$ cat src/rtl/chsg_pkg.sv
// Shared types and constants for the disk CHS geometry block.
`default_nettype none
package chsg_pkg;

  localparam int SECTOR_BITS = 9;
  localparam int BYTES_W     = 40;
  localparam int TOTAL_W     = 24;
  localparam int DIVISOR_W   = 6;
  localparam int CYL_W       = 15;
  localparam int HEAD_W      = 5;

  localparam logic [BYTES_W-SECTOR_BITS-1:0] LARGE_SECTORS = 31'd16514064;
  localparam logic [CYL_W-1:0]     LARGE_CYLS  = 15'd16383;
  localparam logic [HEAD_W-1:0]    LARGE_HEADS = 5'd16;
  localparam logic [DIVISOR_W-1:0] LARGE_SPT   = 6'd63;
  localparam logic [TOTAL_W-1:0]   CYL_LIMIT   = 24'd16384;

  typedef struct packed {
    logic                 start;
    logic [TOTAL_W-1:0]   dividend;
    logic [DIVISOR_W-1:0] divisor;
  } div_req_t;

  typedef struct packed {
    logic                 done;
    logic [TOTAL_W-1:0]   quot;
    logic [DIVISOR_W-1:0] rem;
  } div_rsp_t;

endpackage
`default_nettype wire

$ cat src/rtl/chsg_div.sv
// Bit-serial restoring divider: 24-bit dividend by 6-bit divisor, one bit per cycle.
`default_nettype none
module chsg_div (
  input  wire logic              clk,
  input  wire logic              rst,
  input  wire chsg_pkg::div_req_t req,
  output chsg_pkg::div_rsp_t     rsp
);

  localparam int CNT_W = $clog2(chsg_pkg::TOTAL_W);
  localparam logic [CNT_W-1:0] LAST_STEP = CNT_W'(chsg_pkg::TOTAL_W - 1);

  logic                           busy;
  logic                           done;
  logic [CNT_W-1:0]               cnt;
  logic [chsg_pkg::TOTAL_W-1:0]   dvd;
  logic [chsg_pkg::DIVISOR_W-1:0] dvs;
  logic [chsg_pkg::DIVISOR_W-1:0] rem;
  logic [chsg_pkg::DIVISOR_W-1:0] rem_next;
  logic [chsg_pkg::DIVISOR_W:0]   trial;
  logic                           qbit;

  always_comb begin
    trial    = {rem, dvd[chsg_pkg::TOTAL_W-1]};
    qbit     = (trial >= {1'b0, dvs});
    rem_next = qbit ? chsg_pkg::DIVISOR_W'(trial - {1'b0, dvs})
                    : trial[chsg_pkg::DIVISOR_W-1:0];
  end

  always_ff @(posedge clk) begin
    if (rst) begin
      busy <= 1'b0;
      done <= 1'b0;
    end else begin
      done <= 1'b0;
      if (req.start) begin
        busy <= 1'b1;
        cnt  <= '0;
        dvd  <= req.dividend;
        dvs  <= req.divisor;
        rem  <= '0;
      end else if (busy) begin
        rem <= rem_next;
        dvd <= {dvd[chsg_pkg::TOTAL_W-2:0], qbit};
        if (cnt == LAST_STEP) begin
          busy <= 1'b0;
          done <= 1'b1;
        end else begin
          cnt <= cnt + 1'b1;
        end
      end
    end
  end

  assign rsp.done = done;
  assign rsp.quot = dvd;
  assign rsp.rem  = rem;

endmodule
`default_nettype wire

$ cat src/rtl/disk_chs_geometry_from_size_core.sv
// Top level: CHS geometry from image size, sequencer around a shared serial divider.
// Timing: an image at or above the large-disk size goes straight to the result with no
//   division; otherwise each trial division runs launch, one divider step per dividend bit,
//   then result, for up to (MAX_HEADS-1)+(MAX_SECTORS-1) trials.
// Throughput: one image at a time; in_stall is high from transfer until the result leaves.
// Reset: synchronous, active high; returns to idle with no result pending.
`default_nettype none
module disk_chs_geometry_from_size_core #(
  parameter int MAX_HEADS   = 16,
  parameter int MAX_SECTORS = 63
) (
  input  wire logic        clk,
  input  wire logic        rst,
  input  wire logic        in_valid,
  output logic             in_stall,
  input  wire logic [39:0] image_bytes,
  output logic             out_valid,
  input  wire logic        out_stall,
  output logic [14:0]      cylinders,
  output logic [4:0]       heads,
  output logic [5:0]       sectors_per_track,
  output logic             used_fallback,
  output logic             partial_sector
);

  localparam logic [1:0] S_IDLE = 2'd0;
  localparam logic [1:0] S_HEAD = 2'd1;
  localparam logic [1:0] S_SPT  = 2'd2;
  localparam logic [1:0] S_DONE = 2'd3;

  localparam logic [chsg_pkg::DIVISOR_W-1:0] HEAD_TOP = chsg_pkg::DIVISOR_W'(MAX_HEADS);
  localparam logic [chsg_pkg::DIVISOR_W-1:0] SPT_TOP  = chsg_pkg::DIVISOR_W'(MAX_SECTORS);
  localparam logic [chsg_pkg::DIVISOR_W-1:0] CAND_MIN = chsg_pkg::DIVISOR_W'(2);

  logic [1:0]                     state;
  logic                           launch;
  logic [chsg_pkg::TOTAL_W-1:0]   total;
  logic [chsg_pkg::TOTAL_W-1:0]   per_head;
  logic [chsg_pkg::DIVISOR_W-1:0] cand;
  logic [chsg_pkg::TOTAL_W-1:0]   div_dividend;
  logic [chsg_pkg::TOTAL_W-1:0]   cyl_full;
  logic                           fit_fallback;
  chsg_pkg::div_req_t             div_req;
  chsg_pkg::div_rsp_t             div_rsp;

  assign div_req.start    = launch;
  assign div_req.dividend = div_dividend;
  assign div_req.divisor  = cand;

  chsg_div u_div (
    .clk (clk),
    .rst (rst),
    .req (div_req),
    .rsp (div_rsp)
  );

  always_comb begin
    if (div_rsp.rem == '0) begin
      cyl_full = div_rsp.quot;
    end else begin
      cyl_full = per_head;
    end
    fit_fallback = (cyl_full > chsg_pkg::CYL_LIMIT);
  end

  assign in_stall  = (state != S_IDLE);
  assign out_valid = (state == S_DONE);

  always_ff @(posedge clk) begin
    if (rst) begin
      state  <= S_IDLE;
      launch <= 1'b0;
    end else begin
      launch <= 1'b0;
      case (state)
        S_IDLE: begin
          if (in_valid) begin
            partial_sector <= |image_bytes[chsg_pkg::SECTOR_BITS-1:0];
            if (image_bytes[39:chsg_pkg::SECTOR_BITS] >= chsg_pkg::LARGE_SECTORS) begin
              used_fallback     <= 1'b1;
              cylinders         <= chsg_pkg::LARGE_CYLS;
              heads             <= chsg_pkg::LARGE_HEADS;
              sectors_per_track <= chsg_pkg::LARGE_SPT;
              state             <= S_DONE;
            end else begin
              total <= image_bytes[chsg_pkg::SECTOR_BITS +: chsg_pkg::TOTAL_W];
              div_dividend <= image_bytes[chsg_pkg::SECTOR_BITS +: chsg_pkg::TOTAL_W];
              cand   <= HEAD_TOP;
              launch <= 1'b1;
              state  <= S_HEAD;
            end
          end
        end
        S_HEAD: begin
          if (div_rsp.done) begin
            if (div_rsp.rem == '0 || cand == CAND_MIN) begin
              if (div_rsp.rem == '0) begin
                heads        <= chsg_pkg::HEAD_W'(cand);
                per_head     <= div_rsp.quot;
                div_dividend <= div_rsp.quot;
              end else begin
                heads        <= chsg_pkg::HEAD_W'(1);
                per_head     <= total;
                div_dividend <= total;
              end
              cand  <= SPT_TOP;
              state <= S_SPT;
            end else begin
              cand <= cand - 1'b1;
            end
            launch <= 1'b1;
          end
        end
        S_SPT: begin
          if (div_rsp.done) begin
            if (div_rsp.rem == '0 || cand == CAND_MIN) begin
              if (fit_fallback) begin
                used_fallback     <= 1'b1;
                cylinders         <= chsg_pkg::LARGE_CYLS;
                heads             <= chsg_pkg::LARGE_HEADS;
                sectors_per_track <= chsg_pkg::LARGE_SPT;
              end else begin
                used_fallback     <= 1'b0;
                cylinders         <= chsg_pkg::CYL_W'(cyl_full);
                sectors_per_track <= (div_rsp.rem == '0) ? cand
                                                          : chsg_pkg::DIVISOR_W'(1);
              end
              state <= S_DONE;
            end else begin
              cand   <= cand - 1'b1;
              launch <= 1'b1;
            end
          end
        end
        S_DONE: begin
          if (!out_stall) begin
            state <= S_IDLE;
          end
        end
        default: begin
          state <= S_IDLE;
        end
      endcase
    end
  end

`ifndef SYNTHESIS
  a_accept_busy: assert property (@(posedge clk) disable iff (rst)
    in_valid && !in_stall |=> in_stall)
    else $error("input transfer did not make the block busy");

  a_fallback_geom: assert property (@(posedge clk) disable iff (rst)
    out_valid && used_fallback |-> cylinders == chsg_pkg::LARGE_CYLS &&
      heads == chsg_pkg::LARGE_HEADS && sectors_per_track == chsg_pkg::LARGE_SPT)
    else $error("fallback result without large-disk geometry");

  a_fit_range: assert property (@(posedge clk) disable iff (rst)
    out_valid && !used_fallback |-> cylinders <= 15'd16384 && heads != '0 &&
      sectors_per_track != '0)
    else $error("fitted geometry out of range");

  a_div_owner: assert property (@(posedge clk) disable iff (rst)
    div_rsp.done |-> state == S_HEAD || state == S_SPT)
    else $error("divider result outside a trial phase");
`endif

endmodule
`default_nettype wire
$ cat config.mk
export PLATFORM = sky130hd
export DESIGN_NAME = disk_chs_geometry_from_size_core
export DESIGN_NICKNAME = d
export VERILOG_FILES = /design/src/rtl/chsg_pkg.sv /design/src/rtl/chsg_div.sv /design/src/rtl/disk_chs_geometry_from_size_core.sv
export SDC_FILE = /design/constraint.sdc
export NUM_CORES = 1
export LEC_CHECK = 0
export ABC_AREA = 1
export BUFFER_PORTS_ARGS = -buffer_cell sky130_fd_sc_hd__buf_2
export CAP_MARGIN = 20
export CORE_UTILIZATION = 53
export DETAILED_ROUTE_END_ITERATION = 7
export PLACE_DENSITY_LB_ADDON = 0.25
export REMOVE_ABC_BUFFERS = 1
export SYNTH_ARGS = -nofsm -noshare
export SYNTH_HDL_FRONTEND = slang
export SYNTH_SLANG_ARGS = --single-unit
$ cat constraint.sdc
create_clock -name clk -period 3.2 [get_ports clk]
set_input_delay 0.32 -clock clk [delete_from_list [all_inputs] [get_ports clk]]
set_output_delay 0.32 -clock clk [all_outputs]
set_load 0.02 [all_outputs]
Yosys cells after proc, flatten, opt, wreduce, memory -nomap -nowiden:

Index checks and enable logic that the tools add are counted.

* add/subtract/negate cells: 3
* reductions and logical operators: 21
* equal/unequal tests: 16
* bitwise gates (word level): 3
* order comparisons: 3
* multiplexer cells: 66

Operators by type and width (count)
* 24-bit 2-to-1 mux: 8
* 6-bit 2-to-1 mux: 14
* 15-bit 2-to-1 mux: 5
* 5-bit 2-to-1 mux: 10
* 24-bit case mux with 2 select lines: 1
* 31-bit by 24-bit >= comparator with 1-bit output (second input constant): 1
* 15-bit case mux with 2 select lines: 1
* 24-bit by 15-bit greater-than comparator with 1-bit output (second input constant): 1
* 2-bit inequality test (second input constant): 9
* 6-bit case mux with 3 select lines: 1
* 6-bit AND reduction: 3
* 5-bit case mux with 3 select lines: 1
* 1-bit 2-to-1 mux: 14
* 2-bit 2-to-1 mux: 7
* 6-bit case mux with 2 select lines: 1
* 9-bit AND reduction: 1
* 9-bit OR reduction: 1
* 2-bit case mux with 4 select lines: 1
* 4-bit AND reduction: 2
* 2-bit nonzero test: 4
* 7-bit by 6-bit >= comparator with 1-bit output: 1
* 7-bit AND reduction: 1
* 6-bit by 2-bit == test with 1-bit output (second input constant): 1
* 6-bit logical NOT: 1
* other kinds (16): 22

* word-level logic and storage cells: 129
* register bits: 152
* input bits: 44
* output and inout bits: 30

Longest topological paths before layout:

* depth in word-level cells: 7
* gate-level depth with buffers: 12
* gate-level depth less buffers: 12

By module:

From an unflattened synthesis, not the netlist that was laid out.

* cell total of the unflattened synthesis: 697
* area total of the unflattened synthesis: 7158.1 um^2

Modules (own cells, without submodules)
* disk_chs_geometry_from_size_core: instances 1, sequential area each 3243.1 um^2, area each 4987.3 um^2, cells each 468
* chsg_div: instances 1, sequential area each 1271.2 um^2, area each 2170.8 um^2, cells each 229

Least setup slack after synthesis:

Ideal clock, no wire load.

* path kind: flip-flop to flip-flop
* from: register state[1]
* to: register div_dividend[0] (netlist name), enable pin
* cell stages (with the launch flop): 8
* clock period less this slack: 3.392 ns
* setup slack: -0.192 ns
* data arrival time: 2.952 ns
* data required time: 2.760 ns
* library setup time: 0.440 ns
* cells stage by stage: dfxtp_1 > inv_1 > ha_1 > clkbuf_1 > clkinv_1 > nand2_1 > o211ai_1 > nor3b_1

* word-level cells in the longest chain between the ends: 3

RTL lines
* start, declared: RTL line disk_chs_geometry_from_size_core.sv:35 `logic [1:0] state;`
* start signal, assigned: RTL line disk_chs_geometry_from_size_core.sv:71 `state <= S_IDLE;`
* start signal, assigned: RTL line disk_chs_geometry_from_size_core.sv:84 `state <= S_DONE;`
* start signal, assigned: RTL line disk_chs_geometry_from_size_core.sv:90 `state <= S_HEAD;`
* 2-bit by 1-bit == test with 1-bit output or 2-bit logical NOT (tied branches): RTL line disk_chs_geometry_from_size_core.sv:75 `case (state)`
* 2-bit by 1-bit inequality test with 1-bit output (no line), or another cell as far along
* 6-bit AND reduction (no line) *
* end signal, assigned: RTL line disk_chs_geometry_from_size_core.sv:87 `div_dividend <= image_bytes[chsg_pkg::SECTOR_BITS +: chsg_pkg::TOTAL_W];`
* end signal, assigned: RTL line disk_chs_geometry_from_size_core.sv:100 `div_dividend <= div_rsp.quot;`
* end signal, assigned: RTL line disk_chs_geometry_from_size_core.sv:104 `div_dividend <= total;`
* end, declared: RTL line disk_chs_geometry_from_size_core.sv:40 `logic [chsg_pkg::TOTAL_W-1:0] div_dividend;`

Every way passes the cells marked *; elsewhere a longest branch is shown, timed or not.
A chain may end at the register's enable or synchronous reset.

Worst setup path after layout:

* from: register u_div.rem[0] (netlist name)
* to: register heads[0], enable pin

* word-level cells in the longest chain between the ends: 5

RTL lines
* start, declared: RTL line chsg_div.sv:18 `logic [chsg_pkg::DIVISOR_W-1:0] rem;`
* start signal, assigned: RTL line chsg_div.sv:43 `rem <= rem_next;`
* 6-bit logical NOT *: RTL line disk_chs_geometry_from_size_core.sv:58, disk_chs_geometry_from_size_core.sv:96, disk_chs_geometry_from_size_core.sv:116
* 24-bit 2-to-1 mux: RTL line disk_chs_geometry_from_size_core.sv:58 `if (div_rsp.rem == '0) begin`
* 24-bit by 15-bit greater-than comparator with 1-bit output: RTL line disk_chs_geometry_from_size_core.sv:63 `fit_fallback = (cyl_full > chsg_pkg::CYL_LIMIT);`
* 2-bit inequality test (no line)
* 9-bit AND reduction (no line) *
* end signal, assigned: RTL line disk_chs_geometry_from_size_core.sv:82 `heads <= chsg_pkg::LARGE_HEADS;`
* end signal, assigned: RTL line disk_chs_geometry_from_size_core.sv:98 `heads <= chsg_pkg::HEAD_W'(cand);`
* end signal, assigned: RTL line disk_chs_geometry_from_size_core.sv:102 `heads <= chsg_pkg::HEAD_W'(1);`
* end, declared: RTL line disk_chs_geometry_from_size_core.sv:20 `output logic [4:0] heads,`

Marks and branches as above.

==> impl_results.md <==
* Outcome: completed
* Required @ worst endpoint at 3260 ps
* WS Path Type: flop to flop
* MaxCap Viol Count at 0
* Post-synthesis register bit count at 152
* Final WS setup at 516 ps
* Pwr Density at 634 mW/mm^2
* Post-route ant nets at 0
* Design Power at 5.19 mW
* Final Hold Viols at 0
* Final Util at 63.8%
* Worst EP arrival at 2740 ps
* Period utilization at 83.9%
* Hold Buf Count CTS at 0
* Nets at 799
* Post_cts resized at 0
* Maximum fanout along the worst path at 25
* Slew HR at 50.6%
* Clock sink count at 152
* Type of the worst min-delay path: input port to flop
* CP top delay family: simple AND/OR/NAND/NOR gates
* Global-route wire length before repair at 24800 um
* Peak VDD IR at 0.000483 V
* 1st-iter DRT viols at 489
* I/O pins at 74
* Worst path max stage delay at 490 ps
* Post-CTS setup buffer count at 0
* Unrepaired setup endpoints after global routing: false
* Largest net degree at the start of global routing at 44
* CTS tree: built
* Placed instance area at 0.00761 mm^2
* Core area at 0.0128 mm^2
* Starting Density at 55.3%
* Layout cells sized above 1 at 19.5%
* Synthesized cell area at 0.00709 mm^2
* Layout Cells excl Fill at 924
* Mapped Avg Cell Area at 10.7 um^2
* Final hold slack at 85.4 ps
* Fin. max-slew vios at 0
* Vias/cell at 5.52
* Crit path buffers/inverters at 3
* Syn-to-layout area delta at 15.4%
* Drt wl/cell at 16.7 um
* Vias at 5105
* CP max stage cell: edfxtp_1
* Top FF cell, synth: edfxtp_1
* Die area at 0.0138 mm^2
* Post-placement setup slack at 577 ps
* Post-synthesis sequential area ratio at 63.7%
* Hpwl dp at 10700 um
* N_diodes at 0
* Synthesis warning total at 0
* # port buffers at 73
* Final min period at 2680 ps
* Vias in the first global route at 4789
* Synth Instances at 663
* CTS clk-pin slew, worst paths at 60 ps
* DRC violations left at 0
* H-tree Lvls at 4
* Congestion Overflow GR at 0
* Max Freq at 373 MHz
* Die span in x at 118 um
* CP Launch Type: flop
* Max Buffers Root-to-Sink at 2
* Final setup violating endpoints at 0
* Num CTS Buffers at 17
* Crit path cell chain: nor2_4, nand3_2, buf_4, clkinv_2, o21ai_0, inv_1, nand2_4, a21oi_1
* Leakage at 3.18 nW
* Initial antenna violation count at 0
* DRT Pass-1 Iters at 5
* GRT Util Overall at 23.5%
* Clk Latency, worst-skew pair at 420 ps
* Cells after DPL at 893
* Number of flops mapped to enable cells by yosys at 147
* Area leader, netlist: edfxtp_1
* Setup TNS at 0 ps
* Die H at 118 um
* Worst Skew at 8.19 ps
* Worst setup EP type: flop
* Netlist cell types at 40
* Root buf cell: clkbuf_16
* RD Place Congestion at 0.900
* Ys async rst share at 0%
* Floorplan row count at 41
* Synth area leaders: edfxtp_1 62%, nand2_1 10%, o21ai_0 3.4%
* Synth top area share at 62.3%
* Finished Cell Area at 0.00818 mm^2
* Least-Margin Pin Slew at 740 ps
* Total Routed Length at 15500 um
## flip-flops by register name, indices dropped and copies added, names as in the netlist, 2 cells and up
signal / count
div_dividend: 24
per_head: 24
total: 24
u_div.dvd: 24
cylinders: 15
cand: 6
sectors_per_track: 6
u_div.dvs: 6
u_div.rem: 6
heads: 5
u_div.cnt: 5
state: 2
## power by group
| group | leakage [nW] | total, mW | switching, mW | internal (mW) |
|---|---|---|---|---|
| logic | 1.61 | 0.803 | 0.571 | 0.233 |
| registers | 1.30 | 2.44 | 0.0524 | 2.39 |
| clock network | 0.270 | 1.95 | 0.743 | 1.20 |
| total | 3.18 | 5.19 | 1.37 | 3.82 |
## cells in the final DEF, fill, tap and decap left out, types with 5 or more instances in the layout
cell | netlist | layout
o21ai_0 | 48 | 47
nand3_2 | 10 | 10
clkinv_1 | 1 | 6
nor3_1 | 11 | 11
nor2_1 | 44 | 42
nand2_1 | 196 | 196
buf_2 | 6 | 73
a31oi_1 | 5 | 5
buf_4 | 2 | 12
ha_1 | 14 | 14
inv_1 | 57 | 57
nand3b_2 | 11 | 11
nand3_1 | 13 | 13
dfxtp_1 | 5 | 5
edfxtp_1 | 147 | 147
clkbuf_16 | 0 | 17
nand4_1 | 16 | 16
a21oi_1 | 19 | 19
## final timing paths
kind | start | endpoint | slack (ps) | cells after the start
worst min register to register | div_dividend[12] | u_div.dvd[12] | 520 | 2
worst max register to register | u_div.rem[0] | heads[0] | 520 | 8
worst min-delay path | image_bytes[31] | total[22] | 90 | 1
worst max-delay path | u_div.rem[0] | heads[0] | 520 | 8
## metal layers
layer | global-route usage [%] | vias to the layer above | routed length, um
li1 | - | 2440 | -
met1 | 32.4 | 2432 | 6930
met2 | 36.1 | 214 | 7240
met3 | 5.81 | 19 | 1110
met4 | 8.25 | 0 | 174
met5 | 0 | - | 0
## Yosys cell counts, drive strengths merged, types with 4 or more instances
cell / number
a21oi: 20
nand4: 17
nor3: 11
dfxtp: 5
nor2: 49
clkbuf: 12
ha: 14
nand3b: 12
inv: 57
nor4: 4
nand2: 200
nand3: 23
buf: 15
o21ai: 51
a31oi: 5
edfxtp: 147
## cell families (layout without fill, tap and decap cells)
family	after synthesis	in the layout	share of synthesized area [%]
simple gates	320	320	21.1
flops	152	152	63.7
buf+inv	86	175	5.42
compound gates	84	84	6.30
fa+ha+maj	15	15	2.75
xor+xnor	6	6	0.742
## area by class of cell
class | instances | area [um^2]
fill | 1016 | 4650
sequential | 152 | 4510
multi-input combinational | 425 | 2200
timing repair buffer | 85 | 455
clock buffer | 19 | 433
inverter | 59 | 223
tap | 172 | 215
clock inverter | 12 | 134
Power figures use the tool's default switching activity.
